[config.mk]
export PLATFORM = sky130hd
export DESIGN_NAME = fir_band_envelope_detector_top
export DESIGN_NICKNAME = d
export VERILOG_FILES = /design/src/fbed_pkg.sv /design/src/fbed_ctrl.sv /design/src/fbed_dp.sv /design/src/fir_band_envelope_detector_top.sv
export SDC_FILE = /design/constraint.sdc
export NUM_CORES = 2
export LEC_CHECK = 0
export ABC_AREA = 0
export BUFFER_PORTS_ARGS = -buffer_cell sky130_fd_sc_hd__buf_4
export CAP_MARGIN = 0
export CORE_MARGIN = 2
export CORE_UTILIZATION = 40
export CTS_CLUSTER_SIZE = 40
export DETAILED_ROUTE_END_ITERATION = 10
export PLACE_DENSITY_LB_ADDON = 0.1
export SYNTH_ARGS = -nofsm -noshare
export SYNTH_HDL_FRONTEND = slang
export SYNTH_SLANG_ARGS = --single-unit
[constraint.sdc]
create_clock -name clk_i -period 10 [get_ports clk_i]
set_clock_uncertainty 0.2 [all_clocks]
set_input_delay 2 -clock clk_i [delete_from_list [all_inputs] [get_ports clk_i]]
set_output_delay 2 -clock clk_i [all_outputs]
set_load 0.03 [all_outputs]
[src/fbed_pkg.sv]
// Package for the band-pass envelope detector: field widths, word codes,
// controller states and the command and status groups between the modules.
// No dependencies.
`default_nettype none

package fbed_pkg;

  localparam int unsigned OP_W     = 2;
  localparam int unsigned IDX_W    = 5;
  localparam int unsigned VALUE_W  = 16;
  localparam int unsigned ENV_W    = 32;
  localparam int unsigned TAPS_W   = 6;
  localparam int unsigned TDATA_W  = 24;
  localparam int unsigned TUSER_W  = 2;

  localparam logic [TAPS_W-1:0] TAPS_RESET = 6'd32;

  typedef enum logic [OP_W-1:0] {
    OP_AUDIO       = 2'd0,
    OP_LOAD_BAND   = 2'd1,
    OP_LOAD_SMOOTH = 2'd2,
    OP_NONE        = 2'd3
  } fbed_op_e;

  typedef enum logic [2:0] {
    ST_IDLE,
    ST_BAND,
    ST_BAND_DRAIN,
    ST_SMOOTH,
    ST_SMOOTH_DRAIN
  } fbed_state_e;

  typedef struct packed {
    logic load_band;
    logic load_smooth;
    logic start_band;
    logic start_smooth;
    logic step;
    logic load_out;
  } fbed_cmd_t;

  typedef struct packed {
    logic last_tap;
    logic pipe_empty;
  } fbed_status_t;

endpackage

`default_nettype wire

[src/fbed_ctrl.sv]
// Controller of the envelope detector: sequences coefficient loads and the
// two filter passes of each audio word. Depends on fbed_pkg.
`default_nettype none

module fbed_ctrl (
  input  wire logic                  clk_i,
  input  wire logic                  rst_ni,
  input  wire logic                  in_valid_i,
  input  wire fbed_pkg::fbed_op_e    in_op_i,
  input  wire logic                  out_free_i,
  input  wire fbed_pkg::fbed_status_t status_i,
  output fbed_pkg::fbed_cmd_t        cmd_o,
  output logic                       in_ready_o
);
  import fbed_pkg::*;

  fbed_state_e state_q, state_d;

  always_ff @(posedge clk_i or negedge rst_ni) begin
    if (!rst_ni) begin
      state_q <= ST_IDLE;
    end else begin
      state_q <= state_d;
    end
  end

  always_comb begin
    state_d = state_q;
    case (state_q)
      ST_IDLE: begin
        if (in_valid_i && in_op_i == OP_AUDIO) begin
          state_d = ST_BAND;
        end
      end
      ST_BAND: begin
        if (status_i.last_tap) begin
          state_d = ST_BAND_DRAIN;
        end
      end
      ST_BAND_DRAIN: begin
        if (status_i.pipe_empty) begin
          state_d = ST_SMOOTH;
        end
      end
      ST_SMOOTH: begin
        if (status_i.last_tap) begin
          state_d = ST_SMOOTH_DRAIN;
        end
      end
      ST_SMOOTH_DRAIN: begin
        if (status_i.pipe_empty && out_free_i) begin
          state_d = ST_IDLE;
        end
      end
      default: begin
        state_d = ST_IDLE;
      end
    endcase
  end

  always_comb begin
    cmd_o      = '0;
    in_ready_o = 1'b0;
    case (state_q)
      ST_IDLE: begin
        in_ready_o = 1'b1;
        if (in_valid_i) begin
          case (in_op_i)
            OP_AUDIO:       cmd_o.start_band  = 1'b1;
            OP_LOAD_BAND:   cmd_o.load_band   = 1'b1;
            OP_LOAD_SMOOTH: cmd_o.load_smooth = 1'b1;
            default:        cmd_o             = '0;
          endcase
        end
      end
      ST_BAND: begin
        cmd_o.step = 1'b1;
      end
      ST_BAND_DRAIN: begin
        cmd_o.start_smooth = status_i.pipe_empty;
      end
      ST_SMOOTH: begin
        cmd_o.step = 1'b1;
      end
      ST_SMOOTH_DRAIN: begin
        cmd_o.load_out = status_i.pipe_empty && out_free_i;
      end
      default: begin
        cmd_o = '0;
      end
    endcase
  end

endmodule

`default_nettype wire

[src/fbed_dp.sv]
// Datapath of the envelope detector: delay lines, coefficient memories,
// tap counter and the shared rounding multiply-accumulate. Depends on fbed_pkg.
`default_nettype none

module fbed_dp #(
  parameter int unsigned MAX_TAPS = 32,
  parameter int unsigned IDXW     = $clog2(MAX_TAPS),
  parameter int unsigned NW       = $clog2(MAX_TAPS + 1)
) (
  input  wire logic                         clk_i,
  input  wire logic                         rst_ni,
  input  wire fbed_pkg::fbed_cmd_t          cmd_i,
  input  wire logic [NW-1:0]                taps_i,
  input  wire logic [fbed_pkg::IDX_W-1:0]   idx_i,
  input  wire logic signed [fbed_pkg::VALUE_W-1:0] value_i,
  output fbed_pkg::fbed_status_t            status_o,
  output logic signed [fbed_pkg::ENV_W-1:0] acc_o
);
  import fbed_pkg::*;

  logic signed [VALUE_W-1:0] band_hist_mem   [MAX_TAPS];
  logic signed [VALUE_W-1:0] smooth_hist_mem [MAX_TAPS];
  logic signed [VALUE_W-1:0] band_coef_mem   [MAX_TAPS];
  logic signed [VALUE_W-1:0] smooth_coef_mem [MAX_TAPS];
  logic [MAX_TAPS-1:0]       band_vld_q, smooth_vld_q;

  logic [IDXW-1:0] band_pos_q, smooth_pos_q;
  logic [IDXW-1:0] band_eff, smooth_eff, band_next, smooth_next;
  logic [IDXW-1:0] wr_pos_q, tap_q, coef_addr, coef_wr_addr;
  logic [NW-1:0]   k_n;
  logic            coef_ok, sel_q;

  logic signed [VALUE_W-1:0] band_x_q, band_h_q, smooth_x_q, smooth_h_q;
  logic                      band_v_q, smooth_v_q, rd_v_q, mul_v_q;
  logic signed [VALUE_W-1:0] x_sel, h_sel, rect;
  logic signed [ENV_W-1:0]   prod, mul_q, acc_q, acc_sat, acc_rnd;
  logic signed [ENV_W:0]     sum1, sum2;

  assign band_eff  = ({1'b0, band_pos_q} >= (IDXW + 1)'(taps_i)) ? '0 : band_pos_q;
  assign smooth_eff = ({1'b0, smooth_pos_q} >= (IDXW + 1)'(taps_i)) ? '0 : smooth_pos_q;
  assign band_next  = ((NW'(band_eff) + NW'(1)) >= taps_i) ? '0 : band_eff + IDXW'(1);
  assign smooth_next = ((NW'(smooth_eff) + NW'(1)) >= taps_i) ? '0 : smooth_eff + IDXW'(1);

  assign k_n = (tap_q <= wr_pos_q) ? (NW'(wr_pos_q) - NW'(tap_q))
                                   : (NW'(wr_pos_q) + taps_i - NW'(tap_q));
  assign coef_addr    = k_n[IDXW-1:0];
  assign coef_wr_addr = IDXW'(idx_i);
  assign coef_ok      = (32'(idx_i) < MAX_TAPS);

  always_comb begin
    if (acc_q[ENV_W-1:ENV_W-VALUE_W] == {1'b1, {(VALUE_W-1){1'b0}}}) begin
      rect = {1'b0, {(VALUE_W-1){1'b1}}};
    end else if (acc_q[ENV_W-1]) begin
      rect = -acc_q[ENV_W-1:ENV_W-VALUE_W];
    end else begin
      rect = acc_q[ENV_W-1:ENV_W-VALUE_W];
    end
  end

  always_ff @(posedge clk_i) begin
    if (cmd_i.start_band) begin
      band_hist_mem[band_eff] <= value_i;
    end
    band_x_q <= band_hist_mem[tap_q];
  end

  always_ff @(posedge clk_i) begin
    if (cmd_i.start_smooth) begin
      smooth_hist_mem[smooth_eff] <= rect;
    end
    smooth_x_q <= smooth_hist_mem[tap_q];
  end

  always_ff @(posedge clk_i) begin
    if (cmd_i.load_band && coef_ok) begin
      band_coef_mem[coef_wr_addr] <= value_i;
    end
    band_h_q <= band_coef_mem[coef_addr];
  end

  always_ff @(posedge clk_i) begin
    if (cmd_i.load_smooth && coef_ok) begin
      smooth_coef_mem[coef_wr_addr] <= value_i;
    end
    smooth_h_q <= smooth_coef_mem[coef_addr];
  end

  always_ff @(posedge clk_i or negedge rst_ni) begin
    if (!rst_ni) begin
      band_vld_q   <= '0;
      smooth_vld_q <= '0;
      band_pos_q   <= '0;
      smooth_pos_q <= '0;
      tap_q        <= '0;
      wr_pos_q     <= '0;
      sel_q        <= 1'b0;
      rd_v_q       <= 1'b0;
      mul_v_q      <= 1'b0;
      band_v_q     <= 1'b0;
      smooth_v_q   <= 1'b0;
    end else begin
      rd_v_q     <= cmd_i.step;
      mul_v_q    <= rd_v_q;
      band_v_q   <= band_vld_q[tap_q];
      smooth_v_q <= smooth_vld_q[tap_q];
      if (cmd_i.start_band) begin
        band_vld_q[band_eff] <= 1'b1;
        band_pos_q           <= band_next;
        wr_pos_q             <= band_eff;
        tap_q                <= '0;
        sel_q                <= 1'b0;
      end else if (cmd_i.start_smooth) begin
        smooth_vld_q[smooth_eff] <= 1'b1;
        smooth_pos_q             <= smooth_next;
        wr_pos_q                 <= smooth_eff;
        tap_q                    <= '0;
        sel_q                    <= 1'b1;
      end else if (cmd_i.step && !status_o.last_tap) begin
        tap_q <= tap_q + IDXW'(1);
      end
    end
  end

  assign x_sel = sel_q ? (smooth_v_q ? smooth_x_q : '0) : (band_v_q ? band_x_q : '0);
  assign h_sel = sel_q ? smooth_h_q : band_h_q;
  assign prod  = ENV_W'(x_sel) * ENV_W'(h_sel);

  always_ff @(posedge clk_i) begin
    if (rd_v_q) begin
      if (x_sel == {1'b1, {(VALUE_W-1){1'b0}}} && h_sel == {1'b1, {(VALUE_W-1){1'b0}}}) begin
        mul_q <= {1'b0, {(ENV_W-1){1'b1}}};
      end else begin
        mul_q <= {prod[ENV_W-2:0], 1'b0};
      end
    end
  end

  assign sum1    = {acc_q[ENV_W-1], acc_q} + {mul_q[ENV_W-1], mul_q};
  assign acc_sat = (sum1[ENV_W] != sum1[ENV_W-1])
                 ? {sum1[ENV_W], {(ENV_W-1){~sum1[ENV_W]}}} : sum1[ENV_W-1:0];
  assign sum2    = {acc_sat[ENV_W-1], acc_sat} + (ENV_W + 1)'(32'h8000);
  assign acc_rnd = (sum2[ENV_W] != sum2[ENV_W-1])
                 ? {sum2[ENV_W], {(ENV_W-1){~sum2[ENV_W]}}} : sum2[ENV_W-1:0];

  always_ff @(posedge clk_i) begin
    if (cmd_i.start_band || cmd_i.start_smooth) begin
      acc_q <= '0;
    end else if (mul_v_q) begin
      acc_q <= {acc_rnd[ENV_W-1:VALUE_W], {VALUE_W{1'b0}}};
    end
  end

  assign status_o.last_tap   = ((NW'(tap_q) + NW'(1)) >= taps_i);
  assign status_o.pipe_empty = !rd_v_q && !mul_v_q;
  assign acc_o               = acc_q;

endmodule

`default_nettype wire

[src/fir_band_envelope_detector_top.sv]
// Top level of the band-pass FIR envelope detector: tap count register,
// result register and the controller and datapath. Depends on fbed_pkg,
// fbed_ctrl and fbed_dp.
//
//   port group      dir   word contents
//   s_axis_*        in    one audio sample or one coefficient load
//   m_axis_*        out   one envelope value per audio sample
//   cfg_*           in    number of active taps
//
// An audio word occupies the block while one shared multiply-accumulate walks
// both filters in turn, with a pipeline drain after each, and no new word is
// accepted until its envelope is registered for output. A result not yet taken
// holds the last drain. Reset clears both delay lines, the write positions and
// sets the tap count to 32; coefficient memories start undefined.
`default_nettype none

module fir_band_envelope_detector_top #(
  parameter int unsigned MAX_TAPS = 32
) (
  input  wire logic                            clk_i,
  input  wire logic                            rst_ni,
  input  wire logic                            s_axis_tvalid,
  output logic                                 s_axis_tready,
  // coef_index [4:0], value [20:5], zero [23:21]
  input  wire logic [fbed_pkg::TDATA_W-1:0]    s_axis_tdata,
  // operation [1:0]
  input  wire logic [fbed_pkg::TUSER_W-1:0]    s_axis_tuser,
  output logic                                 m_axis_tvalid,
  input  wire logic                            m_axis_tready,
  // envelope [31:0]
  output logic [fbed_pkg::ENV_W-1:0]           m_axis_tdata,
  input  wire logic                            cfg_valid_i,
  output logic                                 cfg_ready_o,
  input  wire logic [fbed_pkg::TAPS_W-1:0]     cfg_data_i
);
  import fbed_pkg::*;

  localparam int unsigned IDXW = $clog2(MAX_TAPS);
  localparam int unsigned NW   = $clog2(MAX_TAPS + 1);

  logic [TAPS_W-1:0]        taps_q;
  logic [NW-1:0]            taps_n;
  logic                     m_valid_q;
  logic [ENV_W-1:0]         m_data_q;
  logic                     out_free;
  logic                     in_ready;
  fbed_op_e                 in_op;
  fbed_cmd_t                cmd;
  fbed_status_t             status;
  logic signed [ENV_W-1:0]  acc;

  assign cfg_ready_o = 1'b1;

  always_ff @(posedge clk_i or negedge rst_ni) begin
    if (!rst_ni) begin
      taps_q <= TAPS_RESET;
    end else if (cfg_valid_i) begin
      taps_q <= cfg_data_i;
    end
  end

  always_comb begin
    if (taps_q == '0) begin
      taps_n = NW'(1);
    end else if (32'(taps_q) > MAX_TAPS) begin
      taps_n = NW'(MAX_TAPS);
    end else begin
      taps_n = NW'(taps_q);
    end
  end

  assign in_op    = fbed_op_e'(s_axis_tuser);
  assign out_free = !m_valid_q || m_axis_tready;

  fbed_ctrl u_ctrl (
    .clk_i      (clk_i),
    .rst_ni     (rst_ni),
    .in_valid_i (s_axis_tvalid),
    .in_op_i    (in_op),
    .out_free_i (out_free),
    .status_i   (status),
    .cmd_o      (cmd),
    .in_ready_o (in_ready)
  );

  fbed_dp #(
    .MAX_TAPS (MAX_TAPS),
    .IDXW     (IDXW),
    .NW       (NW)
  ) u_dp (
    .clk_i    (clk_i),
    .rst_ni   (rst_ni),
    .cmd_i    (cmd),
    .taps_i   (taps_n),
    .idx_i    (s_axis_tdata[IDX_W-1:0]),
    .value_i  (s_axis_tdata[IDX_W+VALUE_W-1:IDX_W]),
    .status_o (status),
    .acc_o    (acc)
  );

  always_ff @(posedge clk_i or negedge rst_ni) begin
    if (!rst_ni) begin
      m_valid_q <= 1'b0;
    end else if (cmd.load_out) begin
      m_valid_q <= 1'b1;
    end else if (m_axis_tready) begin
      m_valid_q <= 1'b0;
    end
  end

  always_ff @(posedge clk_i) begin
    if (cmd.load_out) begin
      m_data_q <= acc;
    end
  end

  assign s_axis_tready = in_ready;
  assign m_axis_tvalid = m_valid_q;
  assign m_axis_tdata  = m_data_q;

endmodule

`default_nettype wire
==> qor_table.md <==
| Quantity | Value |
|:---|:---|
| Run status | finished, final reports clean |
| Global-route wire length before repair | 411 mm |
| Count of fill cells added during filler insertion | 22200 |
| Clock slew seen by the registers of the worst setup and hold paths | 0.06 ns |
| Post-synthesis instance total | 7213 |
| Clock latency on the worst-skew pair | 0.90 ns |
| Sum Neg Setup Slack | 0 ns |
| Number of levels the H-tree was split into | 4 |
| Mapped Avg Cell Area | 13.9 um^2 |
| # nets final | 7780 |
| Area overhead of the layout relative to synthesis | 13.0% |
| Via/cell ratio | 5.47 |
| Min-Delay Path Class | reg2reg |
| Core area | 0.249 mm^2 |
| Total detailed-routing wirelength | 282 mm |
| Synthesized area | 0.100 mm^2 |
| Number of buffers inserted by post-CTS setup repair | 0 |
| Maximum fanout encountered on the critical timing path | 28 |
| Deepest clock path buffer count | 3 |
| Slew of the pin with the lowest slew margin | 1.44 ns |
| Height of the chip | 504 um |
| GRT Util Overall | 0.218 |
| Inserted Clock Buffers | 237 |
| Most common flop cell mapped by yosys | sky130_fd_sc_hd__edfxtp_1 |
| Total of buffers placed on input and output ports | 51 |
| Count of flip-flops with a built-in enable after synthesis | 2081 |
| R2r worst-path depth | 23 |
| # setup viols final | 0 |
| Tcrit/Tclk final | 0.898 |
| Required time reported for the critical path endpoint | 10.39 ns |
| WHS Path Cells | 1 |
| Clock tree from TritonCTS | done |
| CTS sink count | 2260 |
| Iteration-0 DRC count of the detailed router | 5166 |
| Endpoint arrival time on the critical path | 9.37 ns |
| Total of hold buffers inserted after clock tree synthesis | 0 |
| Die outline area | 0.254 mm^2 |
| Top-level port count | 72 |
| Vias | 59500 |
| Fraction of layout cells with a size suffix above 1 | 0.132 |
| Pin count of the biggest net entering global routing | 118 |
| Fraction of registers with async set/reset | 0.0438 |
| Congestion Overflow GR | 0 |
| Nature of the critical path startpoint | flip-flop |
| Router iterations before antenna repair | 8 |
| Flops & latches, synth | 2260 |
| Fin. Hold Viols | 0 |
| GP Congestion | 0.849 |
| Vias in the first global route | 59000 |
| Number of antenna violations at the first check in global routing | 25 |
| Synth warn | 0 |
| Cell types occupying the most area after synthesis | sky130_fd_sc_hd__edfxtp_1, sky130_fd_sc_hd__fa_1, sky130_fd_sc_hd__nand2_1 |
| Share of the yosys chip area belonging to registers | 0.665 |
| Clock tree root buffer cell | sky130_fd_sc_hd__clkbuf_16 |
| Leading area contributor after synthesis | sky130_fd_sc_hd__edfxtp_1 |
| Type of destination of the critical path | flip-flop |
| Detail-routed net length per standard cell | 25.9 um |
| Max transition margin | 0.0341 |
| Unique cell type count in the Yosys netlist | 99 |
| Setup repair after global routing missed its margin | false |
| Most common library cells after synthesis | sky130_fd_sc_hd__edfxtp_1, sky130_fd_sc_hd__nand2_1, sky130_fd_sc_hd__nand3_1, sky130_fd_sc_hd__inv_1, sky130_fd_sc_hd__nor2_1 |
| Final critical delay including setup and external delays | 8.98 ns |
| Die width | 504 um |
| Count leader, synth | sky130_fd_sc_hd__edfxtp_1 |
| Post-route antenna net violation count | 0 |
| Number of gates resized after CTS | 0 |
| Starting density of the core | 0.402 |
| Max-slew violation count | 0 |
| Max Freq | 0.111 GHz |
| Detail Placement HPWL | 168 mm |
| Top-area cell type share of the netlist area | 0.624 |
| Max-cap check violation count | 0 |
| Remaining routing DRC violations | 0 |
| Count of standard-cell rows | 183 |
| Critical setup path kind | reg2reg |
## worst paths after layout
check / from / endpoint / slack, ns
worst max register to register: u_dp.sel_q / u_dp.mul_q[30] / 1.02
worst min register to register: u_dp.smooth_vld_q[13] / u_dp.smooth_vld_q[13] / 0.26
min in group asynchronous: rst_ni / u_dp.band_v_q / 0.87
worst min-delay path: u_dp.smooth_vld_q[13] / u_dp.smooth_vld_q[13] / 0.26
max in group asynchronous: rst_ni / u_dp.tap_q[1] / 7.34
worst max-delay path: u_dp.sel_q / u_dp.mul_q[30] / 1.02
## registers in the layout (all words and copies together) (netlist names), 3 cells and up
signal,count
u_dp.smooth_x_q,16
u_ctrl.state_q,3
u_dp.band_hist_mem,512
m_axis_tdata,16
u_dp.band_coef_mem,512
u_dp.band_h_q,16
u_dp.wr_pos_q,5
u_dp.band_pos_q,5
u_dp.smooth_pos_q,5
u_dp.acc_o,16
u_dp.smooth_hist_mem,512
u_dp.mul_q,17
u_dp.smooth_coef_mem,512
u_dp.band_vld_q,32
u_dp.tap_q,5
taps_q,6
u_dp.smooth_vld_q,32
u_dp.smooth_h_q,16
u_dp.band_x_q,16
## critical path, stage by stage, from the launching register on
cell	delay (ns)
sky130_fd_sc_hd__dfrtp_2	0.56
sky130_fd_sc_hd__and2_1	0.51
sky130_fd_sc_hd__a22oi_1	1.03
sky130_fd_sc_hd__nor2_1	0.18
sky130_fd_sc_hd__fa_1	0.58
sky130_fd_sc_hd__inv_1	0.05
sky130_fd_sc_hd__fa_1	0.48
sky130_fd_sc_hd__fa_1	0.52
sky130_fd_sc_hd__inv_1	0.06
sky130_fd_sc_hd__fa_1	0.51
sky130_fd_sc_hd__fa_1	0.51
sky130_fd_sc_hd__inv_1	0.05
sky130_fd_sc_hd__fa_1	0.48
sky130_fd_sc_hd__inv_1	0.04
sky130_fd_sc_hd__ha_1	0.31
sky130_fd_sc_hd__a211oi_1	0.31
sky130_fd_sc_hd__a21oi_1	0.23
sky130_fd_sc_hd__or3_1	0.38
sky130_fd_sc_hd__o2111ai_1	0.20
sky130_fd_sc_hd__nand2_1	0.16
sky130_fd_sc_hd__o41ai_4	0.45
sky130_fd_sc_hd__o221ai_2	0.20
sky130_fd_sc_hd__or4b_1	0.48
sky130_fd_sc_hd__and4_1	0.19
## layer usage
layer	global-route usage	wire length (um)	vias to the layer above
li1	-	-	26800
met1	0.307	125000	30700
met2	0.356	134000	1591
met3	0.0311	15400	358
met4	0.0567	6610	6
met5	0	39	-
## stage by stage
stage,worst slack [ns],std cells,cell area (um^2),utilization,hold WS (ns)
finish,1.02,10900,113000,0.455,0.262
global route,0.603,10900,113000,0.455,0.277
CTS,1.05,10900,113000,0.455,0.265
detailed placement,1.13,10400,105000,0.423,0.247
global placement,1.19,10400,105000,0.423,0.246
floorplan,2.01,7228,100000,-,0.234
## cells by family after synthesis
logic type      synth area share
compound gates            0.0534
xor+xnor                 0.00631
fa+ha+maj                 0.0700
buf+inv                   0.0300
flops                      0.665
mux                       0.0618
other cells            0.0000750
simple gates               0.114
## area by class of cell
cell class	count	area (um^2)	area share
Tap cell	3330	4170	0.0368
Inverter	331	1240	0.0110
Antenna cell	5	12.5	0.000111
Multi-Input combinational cell	4218	31000	0.274
Timing Repair Buffer	293	2360	0.0209
Sequential cell	2260	66600	0.588
Clock buffer	303	6410	0.0567
Clock inverter	137	1410	0.0124
## cells in the final DEF, fill, tap and decap left out, types with 136 or more instances in the layout
cell / n
sky130_fd_sc_hd__and3_1: 139
sky130_fd_sc_hd__mux2i_1: 286
sky130_fd_sc_hd__nand2_1: 1336
sky130_fd_sc_hd__ha_1: 141
sky130_fd_sc_hd__inv_1: 327
sky130_fd_sc_hd__o221ai_1: 143
sky130_fd_sc_hd__clkbuf_16: 241
sky130_fd_sc_hd__edfxtp_1: 2081
sky130_fd_sc_hd__nor2_1: 253
sky130_fd_sc_hd__buf_4: 280
sky130_fd_sc_hd__mux4_2: 136
sky130_fd_sc_hd__nand3_1: 538
sky130_fd_sc_hd__fa_1: 261
Power is left out: the tool's default activity adds up to more than one toggle a clock period on the data nets, which glitch-free logic cannot reach.
